[config.mk]
export PLATFORM = sky130hd
export DESIGN_NAME = aws_queue
export DESIGN_NICKNAME = d
export VERILOG_FILES = /design/src/aws_pkg.sv /design/src/aws_queue.sv
export SDC_FILE = /design/constraint.sdc
export NUM_CORES = 1
export LEC_CHECK = 0
export ABC_CLOCK_PERIOD_IN_PS = 3640
export BUFFER_PORTS_ARGS = -buffer_cell sky130_fd_sc_hd__clkbuf_2
export CAP_MARGIN = 10
export CORE_ASPECT_RATIO = 1.1
export CORE_UTILIZATION = 45
export CTS_BUF_LIST = sky130_fd_sc_hd__clkbuf_4
export DETAILED_ROUTE_END_ITERATION = 8
export PLACE_DENSITY = 0.67
export RECOVER_POWER = 50
export SKIP_CTS_REPAIR_TIMING = 1
export SYNTH_ARGS = -nofsm -noshare
export SYNTH_HDL_FRONTEND = slang
export SYNTH_SLANG_ARGS = --single-unit
export TNS_END_PERCENT = 10
[constraint.sdc]
create_clock -name clk -period 3.64 [get_ports clk]
set_input_delay 0.182 -clock clk [delete_from_list [all_inputs] [get_ports clk]]
set_output_delay 0.182 -clock clk [all_outputs]
set_load 0.02 [all_outputs]
[src/aws_pkg.sv]
// Shared types and constants for the anagram window search block.
package aws_pkg;

	// Fixed field widths of the item and result channels
	localparam int unsigned ACT_W    = 2;
	localparam int unsigned SYM_W_IN = 8;
	localparam int unsigned SYM_VALS = 256;
	localparam int unsigned START_W  = 32;

	// Window counts wrap like a 16-bit counter
	localparam int unsigned WCNT_W   = 16;

	// Depth of the queue between front and back
	localparam int unsigned Q_DEPTH  = 2;

	// Action codes on the input channel
	localparam logic [ACT_W-1:0] ACT_CLEAR = 2'd0;
	localparam logic [ACT_W-1:0] ACT_LOAD  = 2'd1;
	localparam logic [ACT_W-1:0] ACT_TEXT  = 2'd2;

	// Operation handed from front to back
	typedef enum logic [1:0] {
		OP_CLEAR = 2'd0,
		OP_LOAD  = 2'd1,
		OP_TEXT  = 2'd2,
		OP_NONE  = 2'd3
	} op_kind_t;

	typedef struct packed {
		op_kind_t              kind;
		logic [SYM_W_IN-1:0]   ent_sym;
		logic [SYM_W_IN-1:0]   lv_sym;
		logic                  remove;
		logic                  check;
		logic                  status;
		logic [START_W-1:0]    start;
	} op_t;

endpackage

[src/aws_queue.sv]
// Short operation queue between the front and back ends.
module aws_queue import aws_pkg::*; (
	input  logic clk,
	input  logic arst_n,
	input  logic push_valid,
	output logic push_ready,
	input  op_t  push_op,
	output logic pop_valid,
	input  logic pop_ready,
	output op_t  pop_op
);

	localparam int QAW = (Q_DEPTH > 1) ? $clog2(Q_DEPTH) : 1;
	localparam int QCW = $clog2(Q_DEPTH + 1);

	op_t            q_mem [Q_DEPTH];
	logic [QAW-1:0] wr_ptr_q;
	logic [QAW-1:0] rd_ptr_q;
	logic [QCW-1:0] cnt_q;
	logic           push;
	logic           pop;

	assign push_ready = (cnt_q != QCW'(Q_DEPTH));
	assign pop_valid  = (cnt_q != '0);
	assign push       = push_valid && push_ready;
	assign pop        = pop_valid && pop_ready;
	assign pop_op     = q_mem[rd_ptr_q];

	// Advance pointers and occupancy
	always_ff @(posedge clk or negedge arst_n) begin
		if (!arst_n) begin
			wr_ptr_q <= '0;
			rd_ptr_q <= '0;
			cnt_q    <= '0;
		end else begin
			if (push) begin
				wr_ptr_q <= (wr_ptr_q == QAW'(Q_DEPTH - 1)) ? '0 : wr_ptr_q + 1'b1;
			end
			if (pop) begin
				rd_ptr_q <= (rd_ptr_q == QAW'(Q_DEPTH - 1)) ? '0 : rd_ptr_q + 1'b1;
			end
			if (push && !pop) begin
				cnt_q <= cnt_q + 1'b1;
			end else if (pop && !push) begin
				cnt_q <= cnt_q - 1'b1;
			end
		end
	end

	// Store entries
	always_ff @(posedge clk) begin
		if (push) begin
			q_mem[wr_ptr_q] <= push_op;
		end
	end

endmodule

Yosys cells after proc, flatten, opt, wreduce, memory -nomap -nowiden
Memories as Yosys holds them, arrays and structs flattened.
Index checks and enable logic that the tools add are counted.
- muxes and demuxes: 6
- $add $sub $neg: 4
- eq/ne operators: 1
- reduce and logical (&&, ||, !) cells: 8
- operator list (kind ; number):
    1-bit logical AND ; 4
    1-bit two-way mux ; 4
    2-bit two-way mux ; 2
    2-bit nonzero test ; 2
    1-bit adder, second input constant ; 2
    2-bit by 1-bit adder with 2-bit output, second input constant ; 1
    1-bit zero test ; 2
    2-bit != test, second input constant ; 1
    2-bit by 1-bit subtractor with 2-bit output, second input constant ; 1
- bits in registers: 4
- memories: 1
- input port bits: 57
- RAM bits: 106
- memories (memory ; words ; width ; rd ports ; clocked after memory_dff ; write ports ; line ; RTL):
    q_mem ; 2 ; 53 ; 1 ; 0 ; 1 ; aws_queue.sv:16 ; op_t q_mem [Q_DEPTH];

Longest topological paths before layout
- depth after elaboration: 6
- mapped depth: 7

Worst setup path after synthesis
OpenSTA, ideal clock, no wires.
- path type: reg2reg
- start point: reg cnt_q[0]
- end point: mem q_mem[0][0] in the netlist's numbering, enable pin
- stages on the path, launching flop included: 4
- library setup time: 0.464 ns
- setup slack: 0.155 ns
- arrival time: 3.021 ns
- cell sequence: dfrtp_1 nand2b_1 nand2_1 nor2_1
- word-level cells in the longest chain between the ends: 4
- ends and longest elaborated chain (what ; line ; RTL):
    start: declaration ; aws_queue.sv:19 ; logic [QCW-1:0] cnt_q;
    start signal: assignment ; aws_queue.sv:43 ; cnt_q <= cnt_q + 1'b1;
    start signal: assignment ; aws_queue.sv:45 ; cnt_q <= cnt_q - 1'b1;
    2-bit != test ; aws_queue.sv:23 ; assign push_ready = (cnt_q != QCW'(Q_DEPTH));
    via push_ready ; aws_queue.sv:6 ; output logic push_ready,
    1-bit logical AND ; aws_queue.sv:25 ; assign push = push_valid && push_ready;
    1-bit two-way mux ; aws_queue.sv:52 ; if (push) begin
    1-bit two-way mux (not written as such) ; aws_queue.sv:53 ; q_mem[wr_ptr_q] <= push_op;
    end: declaration ; aws_queue.sv:16 ;
The timed path passes the listed nets, and every way through them passes these cells.

==> flow_summary.yaml <==
worst_setup_path:
  worst_r2r_startpoint: "cnt_q[0]"
  cp.required_ps: 3460
  worstPathBufferInverterCount: 1
  crit_path_end: "pop_op[38]"
  crit_path_max_incr_delay_ps: 1510
  regToRegSetupSlack_ps: 1090
  path_cells: "mux2_2, clkbuf_2"
  r2r_cells: 3
  path_delay_family: "flip-flops"
  setup.worst_path.end_class: "output pin"
  worstPathMaxFanout: 54
  cp.arrival_ps: 2590
  setup.worst_path.class: "flip-flop to output pin"
  r2r_end: "q_mem[1][6]"
  crit_path_launch_type: "flip-flop"
  levels_on_crit_path: 2
  worst_path_max_delay_cell: "sky130_fd_sc_hd__dfrtp_2"
  crit_path_start: "rd_ptr_q"
floorplanning:
  die_height_um: 104
  chipWidth_um: 94.9
  i_o_pins: 112
  core.rowCount: 36
  floorplan.die_area_um2: 9880
  initial_utilization_pct: 47.2
  core_area_um2: 9050
logic_synthesis:
  syn-mean-instance-area_um2: 23.3
  synth.yosys.seq_area_share_pct: 76.9
  synth_fp_nets: 241
  ys_seq_elements: 110
  yosys_warnings: 0
  synth_top_area_share_pct: 74.6
  gate_count_of_the_mapped_netlist: 183
  synth_area_leader_cell: "sky130_fd_sc_hd__edfxtp_1"
  yosys-top-cells-area: "sky130_fd_sc_hd__edfxtp_1, sky130_fd_sc_hd__mux2_4, sky130_fd_sc_hd__buf_12"
  synthDistinctLibCells: 15
  netlist_area_um2: 4270
clock_network:
  tritoncts: "done"
  tritoncts_num_sinks: 110
  cts_max_level: 3
  clockBufferDepth: 2
  cts.clk_slew.worst_paths_ps: 150
  tritoncts.num_buffers: 9
  worst_skew_pair.late_latency_ps: 430
  clockRootBuffer: "sky130_fd_sc_hd__clkbuf_4"
layout:
  layout-drive-gt1-share_pct: 40.4
  multiInputGateArea_um2: 878
  mostFrequentLayoutCell: "sky130_fd_sc_hd__edfxtp_1"
  antenna-diode-count: 0
  area_delta_synth_final_pct: 29.8
  layout_common_cells: "sky130_fd_sc_hd__edfxtp_1, sky130_fd_sc_hd__clkbuf_2, sky130_fd_sc_hd__dlygate4sd3_1"
  stdcell_count: 475
  final_nets: 414
  fillerInstances: 697
  seqCellArea_um2: 3280
global_routing:
  grt_remaining_overflow: 0
  first_pass_grt_wire_length_mm: 9.63
  grt_max_degree: 55
  grt_pass1_vias: 2025
  number_of_antenna_violations_at_the_first_check_in_global_routing: 0
  track_usage_pct: 13.4
sta:
  final-max-slew-violation-count: 55
  report.final.hold_viol_count: 0
  grt_setup_unrepaired: "false"
  finClkSkew_ps: 12.5
  slew_headroom_pct: -10.6
  achievable-frequency_mhz: 361
  hold_ws_ps: 90.2
  final_critical_path_setup_slack_ps: 873
  fin_crit_ps: 2770
  final_min_period_over_clock_period_pct: 76.0
  setup_total_negative_slack_ps: 0
  worst_pin_slew_ps: 1660
  setup_viol_count_final: 0
route:
  ant_nets: 0
  drt_pass_1_iters: 4
  detail_route.vias_per_cell: 4.68
  initialDrtViolationCount: 92
  drcViolationCount: 0
  dr_total_vias: 2221
  drt-total-wl_mm: 6.94
  wl_per_cell_um: 14.6
place:
  numPortBuffers: 111
  detailed_place_hpwl_mm: 4.27
  post-place-cells: 404
  place.gp.congestion: 0.662
  place_ws_ps: 1570
run_status:
  run_status: "complete, but fails checks"
  failed_checks: "capacitance limit, slew limit"
pwr:
  worst_ir_drop_vdd_uv: 582
  p_per_area_nw_per_um2: 735
  report.power.total_mw: 4.07
  power_leakage_nw: 2.17
job:
  max-cap-violations: 1
min_path:
  timing.hold.worst.class: "primary input to async pin"
## final cells by class
class	instances	area share, %
tap	114	2.57
multi-input combinational	66	15.9
clock inverter	6	1.24
inverter	1	0.0678
sequential	110	59.3
timing repair buffer	168	19.6
clock buffer	10	1.36
## flip-flops by register name (all words and copies together), names as in the netlist
register / flops
q_mem: 106
cnt_q: 2
rd_ptr_q: 1
wr_ptr_q: 1
## kinds of logic (layout without fill, tap and decap cells)
group	Yosys count	count (layout)	synth area share, %
DFF	110	110	76.9
adders and majority gates	1	1	0.293
buffers and inverters	7	185	2.70
xor gates and xnor gates	5	5	1.03
and+or+nand+nor	7	7	0.792
muxes	53	53	18.3
## power by group
group | internal (mW) | switching, mW | leakage [nW]
logic | 0.756 | 0.757 | 1.06
clock network | 0.223 | 0.370 | 0.0790
registers | 1.73 | 0.234 | 1.03
total | 2.71 | 1.36 | 2.17
## synthesized netlist by cell type (all sizes together)
master,n
xnor2,3
nand2,2
nand2b,1
edfxtp,106
buf,6
and3,1
xor2,2
ha,1
inv,1
dfrtp,4
or2,1
mux2,53
nor2,2
## worst min path at each step
stage	start	to	slack (ps)	depth (start not counted)
final	arst_n	cnt_q[1]	90	2
after CTS	arst_n	rd_ptr_q	-500	1
after global placement	arst_n	wr_ptr_q	-6	1
after detailed placement	arst_n	wr_ptr_q	-5	1
after global routing	arst_n	cnt_q[1]	80	2
after floorplan	arst_n	cnt_q[0]	-110	0
## metrics by stage
stage	area, µm²	utilization, %
after global routing	5540	61.2
after global placement	4900	54.1
after CTS	5040	55.7
after floorplan	4270	-
final	5540	61.2
after detailed placement	4900	54.1
## layer usage
layer	track usage (%)	vias to the layer above	routed length (µm)
met2	22.1	73	3620
met1	16.0	1078	2880
met5	0	-	0
met3	4.61	7	378
li1	-	1063	-
met4	4.87	0	56
(Power assumes the default switching activity.)
