### src/aws_pkg.sv
// Shared types and constants for the anagram window search block.
package aws_pkg;

	// Fixed field widths of the item and result channels
	localparam int unsigned ACT_W    = 2;
	localparam int unsigned SYM_W_IN = 8;
	localparam int unsigned SYM_VALS = 256;
	localparam int unsigned START_W  = 32;

	// Window counts wrap like a 16-bit counter
	localparam int unsigned WCNT_W   = 16;

	// Depth of the queue between front and back
	localparam int unsigned Q_DEPTH  = 2;

	// Action codes on the input channel
	localparam logic [ACT_W-1:0] ACT_CLEAR = 2'd0;
	localparam logic [ACT_W-1:0] ACT_LOAD  = 2'd1;
	localparam logic [ACT_W-1:0] ACT_TEXT  = 2'd2;

	// Operation handed from front to back
	typedef enum logic [1:0] {
		OP_CLEAR = 2'd0,
		OP_LOAD  = 2'd1,
		OP_TEXT  = 2'd2,
		OP_NONE  = 2'd3
	} op_kind_t;

	typedef struct packed {
		op_kind_t              kind;
		logic [SYM_W_IN-1:0]   ent_sym;
		logic [SYM_W_IN-1:0]   lv_sym;
		logic                  remove;
		logic                  check;
		logic                  status;
		logic [START_W-1:0]    start;
	} op_t;

endpackage

### src/aws_front.sv
// Front end: accepts items, folds symbols, tracks lengths and positions, owns the byte ring.
module aws_front import aws_pkg::*; #(
	parameter int PATTERN_MAX = 64,
	parameter int ALPHABET    = 256,
	parameter int POS_WIDTH   = 32
) (
	input  logic                clk,
	input  logic                arst_n,
	input  logic                in_valid,
	output logic                in_ready,
	input  logic [ACT_W-1:0]    action,
	input  logic [SYM_W_IN-1:0] symbol,
	output logic                op_valid,
	input  logic                op_ready,
	output op_t                 op
);

	localparam int RING_AW = (PATTERN_MAX > 1) ? $clog2(PATTERN_MAX) : 1;
	localparam int PLEN_W  = $clog2(PATTERN_MAX + 1);
	localparam int FILL_W  = $clog2(PATTERN_MAX + 2);
	localparam int BACK_W  = $clog2(2 * PATTERN_MAX + 1);

	// Build the symbol fold table at elaboration
	function automatic logic [SYM_VALS*SYM_W_IN-1:0] fold_tbl_f();
		logic [SYM_VALS*SYM_W_IN-1:0] t;
		t = '0;
		for (int i = 0; i < SYM_VALS; i++) begin
			t[i*SYM_W_IN +: SYM_W_IN] = SYM_W_IN'(i % ALPHABET);
		end
		return t;
	endfunction

	localparam logic [SYM_VALS*SYM_W_IN-1:0] FOLD_TBL = fold_tbl_f();

	logic                 acc;
	logic [SYM_W_IN-1:0]  sym_f;
	logic [PLEN_W-1:0]    pat_len_q;
	logic [FILL_W-1:0]    fill_q;
	logic [FILL_W-1:0]    fill_nx;
	logic [POS_WIDTH-1:0] pos_q;
	logic [POS_WIDTH-1:0] start_pos;
	logic [RING_AW-1:0]   slot_q;
	logic [RING_AW-1:0]   slot_nx;
	logic [RING_AW-1:0]   back_idx;
	logic [BACK_W-1:0]    back_sum;
	logic                 full;
	logic                 remove;
	logic                 check;
	logic                 f_vld_s1;
	op_t                  op_nx;
	op_t                  f_op_s1;
	logic [SYM_W_IN-1:0]  ring_rd_s1;
	logic [SYM_W_IN-1:0]  ring_mem [PATTERN_MAX];

	assign acc      = in_valid && in_ready;
	assign in_ready = !f_vld_s1 || op_ready;
	assign sym_f    = FOLD_TBL[symbol * SYM_W_IN +: SYM_W_IN];

	// Window bookkeeping for the next text byte
	always_comb begin
		full    = (pat_len_q == PLEN_W'(PATTERN_MAX));
		remove  = (pat_len_q != '0) && (fill_q >= FILL_W'(pat_len_q));
		fill_nx = fill_q;
		if (!remove && fill_q != FILL_W'(PATTERN_MAX + 1)) begin
			fill_nx = fill_q + 1'b1;
		end
		check    = (pat_len_q != '0) && (fill_nx == FILL_W'(pat_len_q));
		back_sum = BACK_W'(slot_q) + BACK_W'(PATTERN_MAX) - BACK_W'(pat_len_q);
		if (back_sum >= BACK_W'(PATTERN_MAX)) begin
			back_sum = back_sum - BACK_W'(PATTERN_MAX);
		end
		back_idx  = RING_AW'(back_sum);
		slot_nx   = (slot_q == RING_AW'(PATTERN_MAX - 1) || pos_q == '1) ? '0 : slot_q + 1'b1;
		start_pos = pos_q + POS_WIDTH'(1) - POS_WIDTH'(pat_len_q);
	end

	// Classify the item into an operation for the back end
	always_comb begin
		op_nx      = '0;
		op_nx.kind = OP_NONE;
		case (action)
			ACT_CLEAR: begin
				op_nx.kind = OP_CLEAR;
			end
			ACT_LOAD: begin
				op_nx.kind    = full ? OP_NONE : OP_LOAD;
				op_nx.status  = full;
				op_nx.ent_sym = sym_f;
			end
			ACT_TEXT: begin
				op_nx.kind    = OP_TEXT;
				op_nx.ent_sym = sym_f;
				op_nx.remove  = remove;
				op_nx.check   = check;
				op_nx.start   = START_W'(start_pos);
			end
			default: begin
				op_nx.kind = OP_NONE;
			end
		endcase
	end

	// Advance lengths, fill and position
	always_ff @(posedge clk or negedge arst_n) begin
		if (!arst_n) begin
			f_vld_s1  <= 1'b0;
			pat_len_q <= '0;
			fill_q    <= '0;
			pos_q     <= '0;
			slot_q    <= '0;
		end else begin
			if (acc) begin
				f_vld_s1 <= 1'b1;
			end else if (op_ready) begin
				f_vld_s1 <= 1'b0;
			end
			if (acc) begin
				case (action)
					ACT_CLEAR: begin
						pat_len_q <= '0;
						fill_q    <= '0;
						pos_q     <= '0;
						slot_q    <= '0;
					end
					ACT_LOAD: begin
						if (!full) begin
							pat_len_q <= pat_len_q + 1'b1;
						end
					end
					ACT_TEXT: begin
						fill_q <= fill_nx;
						pos_q  <= pos_q + 1'b1;
						slot_q <= slot_nx;
					end
					default: begin
					end
				endcase
			end
		end
	end

	// Hold the classified item and the leaving byte
	always_ff @(posedge clk) begin
		if (acc) begin
			f_op_s1    <= op_nx;
			ring_rd_s1 <= ring_mem[back_idx];
		end
	end

	// Store each text byte in the ring
	always_ff @(posedge clk) begin
		if (acc && action == ACT_TEXT) begin
			ring_mem[slot_q] <= sym_f;
		end
	end

	always_comb begin
		op        = f_op_s1;
		op.lv_sym = ring_rd_s1;
	end

	assign op_valid = f_vld_s1;

endmodule

### config.mk
export PLATFORM = sky130hd
export DESIGN_NAME = aws_front
export DESIGN_NICKNAME = d
export VERILOG_FILES = /design/src/aws_pkg.sv /design/src/aws_front.sv
export SDC_FILE = /design/constraint.sdc
export NUM_CORES = 1
export LEC_CHECK = 0
export BUFFER_PORTS_ARGS = -buffer_cell sky130_fd_sc_hd__buf_2
export CORE_ASPECT_RATIO = 0.9
export CORE_UTILIZATION = 60
export DETAILED_ROUTE_END_ITERATION = 8
export HOLD_SLACK_MARGIN = 0.1
export PLACE_DENSITY_LB_ADDON = 0.1
export SYNTH_ARGS = -nofsm -noshare
export SYNTH_HDL_FRONTEND = slang
export SYNTH_SLANG_ARGS = --single-unit
### constraint.sdc
create_clock -name clk -period 4.4 [get_ports clk]
set_input_delay 0.44 -clock clk [delete_from_list [all_inputs] [get_ports clk]]
set_output_delay 0.44 -clock clk [all_outputs]
set_load 0.005 [all_outputs]
== Word level (Yosys, flattened, before mapping) ==
Memory sizes are Yosys's and may differ from the RTL's. A register that Yosys moved wholly into a read port is not among the register bits.
Cells that the tools add are included.

* Register bits: 98
* RAM bits: 512
* Memories kept: 1

{| class="wikitable"
|+ Memories
! name !! depth !! width !! read ports !! clocked after Yosys merged registers in !! wr ports !! line !! RTL
|-
| ring_mem || 64 || 8 || 1 || 1 || 1 || aws_front.sv:53 || <nowiki>logic [SYM_W_IN-1:0] ring_mem [PATTERN_MAX];</nowiki>
|}

* Add/sub/neg operators: 8
* Order comparisons: 2
* Equality and inequality tests: 8
* Shift operators: 1
* Multiplexer cells: 14
* Reductions and logical operators: 17

{| class="wikitable"
|+ Operators by type and width
! operator !! count
|-
| $shiftx 2048x12->8 const A || 1
|-
| $pmux 32 s2 || 1
|-
| $add 32x1->32 const B || 1
|-
| $eq 32x32->1 const B || 1
|-
| $sub 32x7->32 || 1
|-
| $pmux 7 s2 || 2
|-
| $add 7x1->7 const B || 2
|-
| $mux 7 || 2
|-
| $mux 6 || 2
|-
| $pmux 6 s2 || 1
|-
| $add 6x7->8 const B || 1
|-
| $ge 8x7->1 const B || 1
|-
| $sub 8x7->8 || 1
|-
| $eq 7x7->1 || 1
|-
| $eq 7x7->1 const B || 1
|-
| $ge 7x7->1 || 1
|-
| $ne 7x7->1 const B || 1
|-
| $reduce_bool 7->1 || 1
|-
| $add 6x1->6 const B || 1
|-
| $eq 6x6->1 const B || 1
|-
| $pmux 2 s3 || 1
|-
| $reduce_bool 2->1 || 3
|-
| $sub 6x1->6 const B || 1
|-
| $logic_and 1x1->1 || 5
|-
| 11 further kinds || 16
|}

== Logic depth before layout (Yosys ltp) ==
* Depth after elaboration: 7
* Gate-level depth with buffers: 13

== Worst setup path after synthesis ==
Ideal clock, no wire load.

* Kind: input -> register
* Start: input port op_ready
* End: memory ring_mem[62][0] (enable)
* Setup time: 371 ps
* Data arrival time: 3,646 ps
* Required time: 4,029 ps
* Setup slack: 384 ps
* Stages: 7
* Path buffers: 1
* Cells stage by stage: nand2b_1 and2_1 clkbuf_1 nand2_1 nor2_1 nand3_1 nor2_1

* Word-level cells in the longest chain between the ends: 5

{| class="wikitable"
|+ RTL lines
! element !! line !! RTL
|-
| from (decl) || aws_front.sv:14 || <nowiki>input logic op_ready,</nowiki>
|-
| $logic_or 1x1->1 || aws_front.sv:56 || <nowiki>assign in_ready = !f_vld_s1 || op_ready;</nowiki>
|-
| $logic_and 1x1->1 || aws_front.sv:55 || <nowiki>assign acc = in_valid && in_ready;</nowiki>
|-
| via acc || aws_front.sv:35 || <nowiki>logic acc;</nowiki>
|-
| $logic_and 1x1->1 || aws_front.sv:152 || <nowiki>if (acc && action == ACT_TEXT) begin</nowiki>
|-
| $mux 1 || aws_front.sv:152 ||
|-
| $mux 1 (implied by the code) || aws_front.sv:153 || <nowiki>ring_mem[slot_q] <= sym_f;</nowiki>
|-
| to (decl) || aws_front.sv:53 ||
|}

The timed path passes the listed nets, and every way through them passes these cells.

== Final worst setup path ==
* Start: register slot_q[0]
* End: register ring_rd_s1[2] (read register of ring_mem), data pin

* Word-level cells in the longest chain between the ends: 4
* Elaborated cells on any way between the ends: 5
* Those cells by class: add/sub (3); order compare (1); mux (1)

{| class="wikitable"
|+ RTL lines
! element !! line !! RTL
|-
| from (decl) || aws_front.sv:42 || <nowiki>logic [RING_AW-1:0] slot_q;</nowiki>
|-
| from (signal assigned) || aws_front.sv:133 || <nowiki>slot_q <= slot_nx;</nowiki>
|-
| $add 6x7->8 (*) || aws_front.sv:68 || <nowiki>back_sum = BACK_W'(slot_q) + BACK_W'(PATTERN_MAX) - BACK_W'(pat_len_q);</nowiki>
|-
| $sub 8x7->8 (*) || aws_front.sv:68 ||
|-
| $ge 8x7->1 / $sub 6x1->6 (equally long branches) || aws_front.sv:69, aws_front.sv:70 ||
|-
| $mux 6 (*) || aws_front.sv:69 || <nowiki>if (back_sum >= BACK_W'(PATTERN_MAX)) begin</nowiki>
|-
| to (decl) || aws_front.sv:52 || <nowiki>logic [SYM_W_IN-1:0] ring_rd_s1;</nowiki>
|}

Mark *: on every way between the ends. The rest lies on a longest branch, timed or not.
A chain may end at the register's enable or synchronous reset.

==> results.yml <==
sta:
  rsz0062_at_grt: "false"
  relSlewSlack_pct: 12.4
  fin_tns_setup_ns: 0
  setup_ws_ns: 0.392
  setup_viol: 0
  worst_slew_pin_slew_ns: 1.31
  fmax_mhz: 250
  period_minus_slack_ns: 4.01
  slew_violations: 0
  finalHoldViolations: 0
  finalCritPeriodShare_pct: 91.1
  finClkSkew_ns: 0.0164
setup_path:
  crit_start: "slot_q[0]"
  cp_slowest_cell: "fa_4"
  crit_chain: "inv_1, ha_4, inv_1, fa_4, buf_4, buf_4, mux4_2, mux4_2, mux2i_1, a21oi_1"
  crit_path_end_kind: "flip-flop"
  slowest_delay_ns: 0.94
  r2r-start: "slot_q[0]"
  required_ns: 4.75
  cp.arrival_ns: 4.35
  startpoint_type: "flip-flop"
  worstSetupPathType: "reg -> reg"
  cp_max_fo: 30
route:
  detail-route-antenna-nets: 0
  wl_per_cell_um: 26.3
  drtIter0Drc: 1614
  drt-total-wl_mm: 58.3
  routed_via_density: 6.49
  drc: 0
  dr.pass1.iters: 6
  vias: 14368
yosys:
  yosysWarnings: 0
  synth_cells: 1514
  async_reset_ff_share_pct: 8.58
  ys_seq_area_share_pct: 69.7
  syn-num-nets: 1559
  synth_edf_count: 565
  yosysUniqueCellTypes: 69
  ys_ff_latch: 618
  synth_ff_type: "edfxtp_1"
  synth_area_um2: 26300
  syn_avg_cell_area_um2: 17.3
finish:
  nNetsFinal: 1655
  fin_util_pct: 68.4
  drive_gt1_share_pct: 24.2
  mostFrequentLayoutCells: "edfxtp_1 (565), mux4_2 (160), nor2_1 (124), buf_2 (68), o21ai_0 (65)"
  areaGrowthSynthToFinish_pct: 12.2
  final_cell_area_um2: 29500
  final_common_cell: "edfxtp_1"
clock_tree:
  cts_setup_buffers: 0
  clk_pin_slew_worst_paths_ns: 0.07
  clk-insertion-delay-late_ns: 0.62
  cts_tree: "built"
  ctsLongestPathBuffers: 3
  post_cts_resized: 0
  root_buffer: "clkbuf_16"
  cts_buffers: 59
  cts_num_sinks: 618
  h-tree-depth: 2
  postCtsHoldBufs: 2
place:
  routabilityCongestion: 0.797
  portBuffers: 68
  dp_hpwl_mm: 35.1
  post-place-ws_ns: 0.402
  dpl_cell_area_um2: 27400
die:
  die_w_um: 222
  core_area_um2: 43100
  die_h_um: 200
  boundaryPins: 69
  std_cell_rows: 72
  die_area_um2: 44600
  start_util_pct: 61.0
global_route:
  grt_start_max_net_pins: 66
  grt_pass1_wl_mm: 88.6
  antenna_found_initial: 2
  grt_pass1_vias: 14057
  overflow: 0
  grt_usage_pct: 27.0
run:
  cap_violations: 0
pwr:
  power.total_mw: 16.4
  p_per_area_nw_per_um2: 558
  p_leak_nw: 9.95
  peakVddDrop_uv: 452
worst_hold_path:
  min_path_type: "in -> reg"
  hp-start: "op_ready"
run_status:
  outcome: "completed"
## per-layer routing
metal | vias up | wire length (um) | track usage [%]
li1 | 6206 | - | -
met1 | 7400 | 24800 | 41.3
met4 | 0 | 1500 | 8.67
met2 | 659 | 26600 | 39.6
met3 | 103 | 5330 | 5.52
met5 | - | 0 | 0
## cells in the mapped netlist, types with 3 or more instances
master / instances / area share (%)
a21oi_1: 34 / 0.65
and2_1: 14 / 0.33
a22o_1: 3 / 0.10
a21o_1: 14 / 0.40
xnor2_1: 34 / 1.1
xor2_1: 27 / 0.90
o21ai_0: 65 / 1.2
a31oi_1: 3 / 0.072
nor2b_1: 12 / 0.29
mux2i_1: 13 / 0.50
a211oi_1: 9 / 0.26
o31ai_1: 10 / 0.29
nand3_1: 36 / 0.69
nor3b_1: 5 / 0.14
nand2_1: 64 / 0.92
nor4_1: 4 / 0.095
ha_1: 29 / 1.4
buf_1: 5 / 0.072
nor3_1: 17 / 0.32
a21boi_0: 3 / 0.086
and3_1: 12 / 0.29
inv_1: 26 / 0.37
dfrtp_1: 53 / 5.1
nand3b_1: 5 / 0.14
edfxtp_1: 565 / 65
nor2_1: 124 / 1.8
o21a_1: 3 / 0.086
clkbuf_1: 54 / 0.77
nand2b_1: 11 / 0.26
mux4_2: 160 / 14
nand4_1: 19 / 0.45
and4_1: 3 / 0.10
or3_1: 11 / 0.26
o211ai_1: 3 / 0.086
buf_2: 19 / 0.36
## final cells by class
class	count	area (um2)
diodes	1	2.50
clock buffers	65	1520
multi-input cells	789	7580
inverters	27	101
flip-flops and latches	618	18300
well taps	555	694
fillers	2833	13600
repair buffers	115	748
clock inverters	45	519
## where the power goes
| group | switching [mW] | internal [mW] |
|---|---|---|
| Clock | 2.20 | 3.09 |
| Combinational | 2.31 | 2.13 |
| Sequential | 0.115 | 6.59 |
| Total | 4.63 | 11.8 |
## sequential cells by signal (all words and copies together), names as in the netlist
register	count
fill_q	7
op	45
op_valid	1
pat_len_q	7
pos_q	32
ring_mem	512
ring_rd_s1	8
slot_q	6
## kinds of logic after synthesis
group / after synthesis / synth area share [%]
flip-flops: 618 / 69.7
adder cells (fa/ha/maj): 31 / 1.53
buffers and inverters: 107 / 1.65
AO/OA/AOI/OAI: 164 / 3.83
AND/OR/NAND/NOR: 360 / 7.04
multiplexers: 173 / 14.2
XOR/XNOR: 61 / 2.04
## final timing paths
path	slack [ns]	depth (start not counted)	endpoint
min reg2reg	0.52	2	pos_q[31]
max	0.39	10	ring_rd_s1[2]
max reg2reg	0.39	10	ring_rd_s1[2]
min in group asynchronous	0.49	3	fill_q[5]
max in group asynchronous	3.37	3	pos_q[17]
min	0.15	3	op_valid
## critical path, delay by kind of cell, from the launching register on
kind	cells	cell delay (ns)
compound gates	1	0.08
buf+inv	4	1.05
flops	1	0.46
mux	3	1.05
fa+ha+maj	2	1.08
## metrics by stage
step / hold slack (ns) / cells
after floorplan: 0.144 / 1514
after global placement: 0.503 / 2102
after detailed placement: 0.513 / 2102
after CTS: 0.114 / 2214
after global routing: 0.184 / 2214
final: 0.153 / 2215
Power figures use the tool's default switching activity.
